<file path="config.mk">
export PLATFORM = sky130hd
export DESIGN_NAME = iirl_cell
export DESIGN_NICKNAME = d
export VERILOG_FILES = /design/src/iirl_pkg.sv /design/src/iirl_cell.sv
export SDC_FILE = /design/constraint.sdc
export NUM_CORES = 1
export LEC_CHECK = 0
export ABC_AREA = 1
export ABC_CLOCK_PERIOD_IN_PS = 2700
export BUFFER_PORTS_ARGS = -buffer_cell sky130_fd_sc_hd__buf_2
export CORE_MARGIN = 3
export CORE_UTILIZATION = 31
export DETAILED_ROUTE_END_ITERATION = 8
export PLACE_DENSITY = 0.65
export SYNTH_ARGS = -nofsm -noshare
export SYNTH_HDL_FRONTEND = slang
export SYNTH_SLANG_ARGS = --single-unit
export TNS_END_PERCENT = 1
</file>
<file path="constraint.sdc">
create_clock -name clk_i -period 2.7 [get_ports clk_i]
set_input_delay 0.135 -clock clk_i [delete_from_list [all_inputs] [get_ports clk_i]]
set_output_delay 0.135 -clock clk_i [all_outputs]
set_load 0.1 [all_outputs]
</file>
<file path="src/iirl_pkg.sv">
// Package for the indexed insert/remove list: command and status codes,
// field widths and the control struct broadcast along the cell row.
// No dependencies.
package iirl_pkg;

  // Fixed widths of the channel fields.
  localparam int CmdW    = 2;
  localparam int PosW    = 6;
  localparam int ValueW  = 32;
  localparam int StatusW = 2;
  localparam int LengthW = 7;

  // Command codes carried in the cmd field.
  typedef enum logic [CmdW-1:0] {
    CMD_APPEND = 2'd0,
    CMD_INSERT = 2'd1,
    CMD_GET    = 2'd2,
    CMD_POP    = 2'd3
  } cmd_e;

  // Status codes returned with every result.
  typedef enum logic [StatusW-1:0] {
    ST_OK    = 2'd0,
    ST_RANGE = 2'd1,
    ST_FULL  = 2'd2
  } status_e;

  // Shift control broadcast to every cell in the row.
  typedef struct packed {
    logic ins;  // open a gap at the position and load the new item
    logic pop;  // close the gap at the position
  } cell_ctrl_t;

endpackage

</file>
<file path="src/iirl_cell.sv">
// One storage cell of the list row. It holds one entry and, on an insert or
// pop, takes the new item or the word of its left or right neighbor. Depends on iirl_pkg.
module iirl_cell import iirl_pkg::*; #(
  parameter int ItemW = 32,
  parameter int CmpW  = 7,
  parameter int Idx   = 0
) (
  input  logic             clk_i,
  input  cell_ctrl_t       ctrl_i,
  input  logic [CmpW-1:0]  pos_i,
  input  logic [ItemW-1:0] item_i,
  input  logic [ItemW-1:0] left_i,
  input  logic [ItemW-1:0] right_i,
  output logic [ItemW-1:0] q_o,
  output logic [ItemW-1:0] rd_o
);

  localparam logic [CmpW-1:0] IdxC = CmpW'(Idx);

  logic [ItemW-1:0] entry_q, entry_d;
  logic             at_pos;
  logic             above_pos;

  assign at_pos    = (pos_i == IdxC);
  assign above_pos = (IdxC > pos_i);

  // Insert: the cell at the position loads the item, cells above take the
  // left neighbor. Pop: the cell at the position and those above take the
  // right neighbor. Cells past the end hold words that are never read.
  always_comb begin
    entry_d = entry_q;
    if (ctrl_i.ins) begin
      if (at_pos) begin
        entry_d = item_i;
      end else if (above_pos) begin
        entry_d = left_i;
      end
    end else if (ctrl_i.pop) begin
      if (at_pos || above_pos) begin
        entry_d = right_i;
      end
    end
  end

  always_ff @(posedge clk_i) begin
    entry_q <= entry_d;
  end

  assign q_o  = entry_q;
  // Gated read so the row can be merged by a plain OR.
  assign rd_o = at_pos ? entry_q : '0;

endmodule

</file>
# Word-level counts from Yosys, hierarchy flattened
# Cells that the tools add are included.
dict set report op_classes {
  mux 6
  n_reduce_logical 5
  n_eq_ne 1
  magnitude_cmp 1
}
# operator n
set ops {}
lappend ops {{2-to-1 mux 32 bit} 6}
lappend ops {{> comparator 1 x 7 -> 1 bit (first input constant)} 1}
lappend ops {{zero test 7 bit} 1}
lappend ops {{nonzero test 2 bit} 2}
lappend ops {{inequality test 3 x 1 -> 1 bit (second input constant)} 1}
lappend ops {{AND reduction 3 bit} 1}
lappend ops {{logical OR 1 bit} 1}
dict set report totals {
  reg_bits 32
  wordCells 14
  inputBits 106
  output_inout_bits 64
}

# Depth between registers and ports, before layout
dict set report logic_depth {
  word_depth 5
  ltp_mapped 7
}

# Least setup slack after synthesis
# Ideal clock, no wire load.
dict set report synth_timing {
  kind {register to output}
  start {reg entry_q[0], in the netlist q_o[0]}
  end {out rd_o[0]}
  setup_slack_ns 0.259
  path_stages_with_launch 3
  n_path_buf 0
  arrival_time_ns 2.306
  t_required_ns 2.565
  cell_sequence {edfxtp_1 inv_1 nor2_1}
}
dict set report synth_between {
  elab_chain_len 1
}
# element line_no
set synth_lines {}
lappend synth_lines {{from (decl)} iirl_cell.sv:20} ;# logic [ItemW-1:0] entry_q, entry_d;
lappend synth_lines {{from (signal assigned)} iirl_cell.sv:46} ;# entry_q <= entry_d;
lappend synth_lines {{2-to-1 mux 32 bit} iirl_cell.sv:51} ;# assign rd_o = at_pos ? entry_q : '0;
lappend synth_lines {{to (decl)} iirl_cell.sv:15} ;# output logic [ItemW-1:0] rd_o
# Every way passes these cells.

# Final worst setup path
dict set report layout_timing {
  start {in pos_i[3]}
  end {out rd_o[31]}
}
dict set report layout_between {
  elab_chain_len 2
}
# element line_no
set layout_lines {}
lappend layout_lines {{from (decl)} iirl_cell.sv:10} ;# input logic [CmpW-1:0] pos_i,
lappend layout_lines {{zero test 7 bit} iirl_cell.sv:24} ;# assign at_pos = (pos_i == IdxC);
lappend layout_lines {{2-to-1 mux 32 bit} iirl_cell.sv:51}
# Every way passes these cells.

==> flow_summary.ini <==
[finish]
fillerInstances = 847
antennaDiodeCount = 0
layout-area-overhead-vs-synth_pct = 48.3
largest_register_ffs = 32
drive_gt1_frac = 0.510
layout.nets = 622

[yosys]
synth_most_common_cell = sky130_fd_sc_hd__inv_1
synthDistinctLibCells = 21
synth-warning-count = 0
synth-async-reset-ratio = 0
syn_inst = 357
synth_top_area_share = 0.336
post_synth_edffs = 32
synth.avg_cell_area_um2 = 8.02
post_synth_most_frequent_cells = sky130_fd_sc_hd__inv_1 (97), sky130_fd_sc_hd__nand2_1 (64), sky130_fd_sc_hd__nand3_1 (54), sky130_fd_sc_hd__edfxtp_1 (32)
synth.net_count = 463
synth.cell_area_mm2 = 0.00286
synth_top_flop_cell = sky130_fd_sc_hd__edfxtp_1
synth-seq-area-share = 0.336
synth_top_cell_by_area = sky130_fd_sc_hd__edfxtp_1
synthTopCellsByArea = sky130_fd_sc_hd__edfxtp_1 (34%), sky130_fd_sc_hd__inv_1 (13%), sky130_fd_sc_hd__nor2_4 (12%)
ys_ff_latch = 32

[setup_path]
timing.critical_path.slowest_cell_delay_ns = 0.37
crit_path_end_kind = output port
worst-endpoint-required_ns = 2.57
wp_data_arrival_ns = 1.69
timing_worst_setup_path_type = in -> out
timing.critical_path.mode_cell = sky130_fd_sc_hd__nand2_4
setup.worst_path.start_class = primary input
critPathTopFamily = buffers and inverters
timing.critical_path.slowest_stage_cell = sky130_fd_sc_hd__buf_4
worst-path-buf-inv = 4
worstPathCellList = buf_2 > nor2_2 > nand2_4 > inv_6 > nand2_4 > buf_4 > nor2_1 > buf_12
crit_fanout = 33

[clock_tree]
cts-htree-levels = 2
number_of_clock_buffers_inserted_by_tritoncts = 5
clkTransAtPathRegs_ns = 0.06
post-cts-setup-buffer-count = 0
ctsRootBufferMaster = sky130_fd_sc_hd__clkbuf_8
cts-hold-fix-buffers = 0
cts_tree = built
clock_sinks = 32
postCtsResizedCells = 0
cts-root-to-sink-buffers = 2

[grt]
globalRouteTotalUtil = 0.155
global_route.overflow_total = 0
wire_length_of_the_first_global_routing_pass_um = 12700
grt_max_degree = 34
grt_pass1_vias = 2633
grt_antenna_before_repair = 0

[sta]
clock.fmax_ghz = 0.547
setup_tns_ns = 0
maxSlewHeadroom = 0.326
timing.final.setup_violations = 0
grt_setup_unrepaired = false
fin_hold_ws_ns = 0.132
timing.final.crit_period_ns = 1.83
worstMarginPinSlew_ns = 1.01
final_min_period_over_clock_period = 0.677
finalHoldViolations = 0
timing_max_transition_violations_final = 0

[drt]
drt_drc_violations_left = 0
detail_route.vias_per_cell = 4.45
ant_nets = 0
drt_iter0_drc = 116
drt_pass1_iterations = 4
drt-wirelength-per-cell_um = 13.0
finalWirelength_um = 8140
vias = 2779

[power_and_ir_drop]
clockPowerShare = 0.293
power_frac_comb = 0.230
power.density_cell_area_mw_per_mm2 = 274
p_int_w = 0.000835
power.net_switching_w = 0.000329
power.share.sequential = 0.476
power.ir.vdd_worst_v = 0.000151
leakagePower_nw = 2.18
sw_frac_of_total = 0.283

[die]
io-pin-count = 170
placeableCoreArea_mm2 = 0.00885
die_width_um = 102
floorplan.initialDensity = 0.323
die_area_mm2 = 0.0104
die_h_um = 102
placement_rows = 34

[placed_design]
post_dp_hpwl_um = 6480
buffer_ports.inserted = 169
place.gp.congestion = 0.833

[outcome]
result_of_the_run = finished, final reports clean

[job]
max-cap-violations = 0

[hold_path]
holdCritPathClass = in -> reg
## metal layers
| layer | wire, um | GRT usage | vias to the layer above |
|---|---|---|---|
| met4 | 150 | 0.0494 | 0 |
| met2 | 4250 | 0.274 | 105 |
| met1 | 3240 | 0.196 | 1265 |
| met5 | 0 | 0 | - |
| met3 | 501 | 0.0218 | 12 |
| li1 | - | - | 1397 |
## power groups by stage
stage          Clock [W]  Sequential [W]  Combinational (W)
2_1_floorplan          0        0.000584           0.000146
3_3_place_gp           0        0.000566           0.000264
3_5_place_dp           0        0.000566           0.000269
4_1_cts         0.000353        0.000555           0.000270
5_1_grt         0.000374        0.000555           0.000299
6_report        0.000342        0.000555           0.000268
## layout make-up
| type | instances | area [um2] | area share |
|---|---|---|---|
| clock buffer | 6 | 72.6 | 0.0171 |
| clock inverter | 1 | 5.00 | 0.00118 |
| timing repair buffer | 174 | 1360 | 0.321 |
| multi-input combinational | 202 | 1320 | 0.312 |
| inverter | 101 | 384 | 0.0905 |
| sequential | 32 | 961 | 0.226 |
| tap | 108 | 135 | 0.0318 |
## kinds of logic (layout without fill, tap and decap cells)
group	count (synthesis)	in the layout	share of synthesized area
AND/OR/NAND/NOR	170	170	0.364
buffers and inverters	123	282	0.205
AO/OA/AOI/OAI	32	32	0.0953
flip-flops	32	32	0.336
## cell usage in the layout, fill, tap and decap left out, types with 2 or more instances in the layout
cell type                  instances
sky130_fd_sc_hd__buf_2           137
sky130_fd_sc_hd__nand2_1          64
sky130_fd_sc_hd__buf_4             5
sky130_fd_sc_hd__nor2_2            3
sky130_fd_sc_hd__nor2_1            3
sky130_fd_sc_hd__o21ai_2          30
sky130_fd_sc_hd__nor2_4           31
sky130_fd_sc_hd__inv_2             3
sky130_fd_sc_hd__edfxtp_1         32
sky130_fd_sc_hd__o21ai_0           2
sky130_fd_sc_hd__buf_12           32
sky130_fd_sc_hd__clkbuf_8          5
sky130_fd_sc_hd__nand3_2          10
sky130_fd_sc_hd__nand3_1          54
sky130_fd_sc_hd__nand2_4           3
sky130_fd_sc_hd__inv_1            97
## path summary, 6_finish.rpt
path | start | to | depth (start not counted)
worst min-delay path | right_i[14] | q_o[14]$_DFFE_PP_ | 3
worst max-delay path | pos_i[3] | rd_o[31] | 8
## worst min-delay path: cells and delay by family
family                 cells  cell delay (ns)
buffers and inverters      1             0.08
and+or+nand+nor            2             0.09
## stage by stage
step            util  cells  total power [W]  area [um2]  setup slack (ns)
2_1_floorplan      -    357         0.000730        2860             0.259
3_3_place_gp   0.471    617         0.000830        4170             0.886
3_5_place_dp   0.471    617         0.000835        4170             0.833
4_1_cts        0.480    624          0.00118        4240             0.831
5_1_grt        0.480    624          0.00123        4240             0.751
6_report       0.480    624          0.00116        4240             0.872
(Power assumes the default switching activity.)
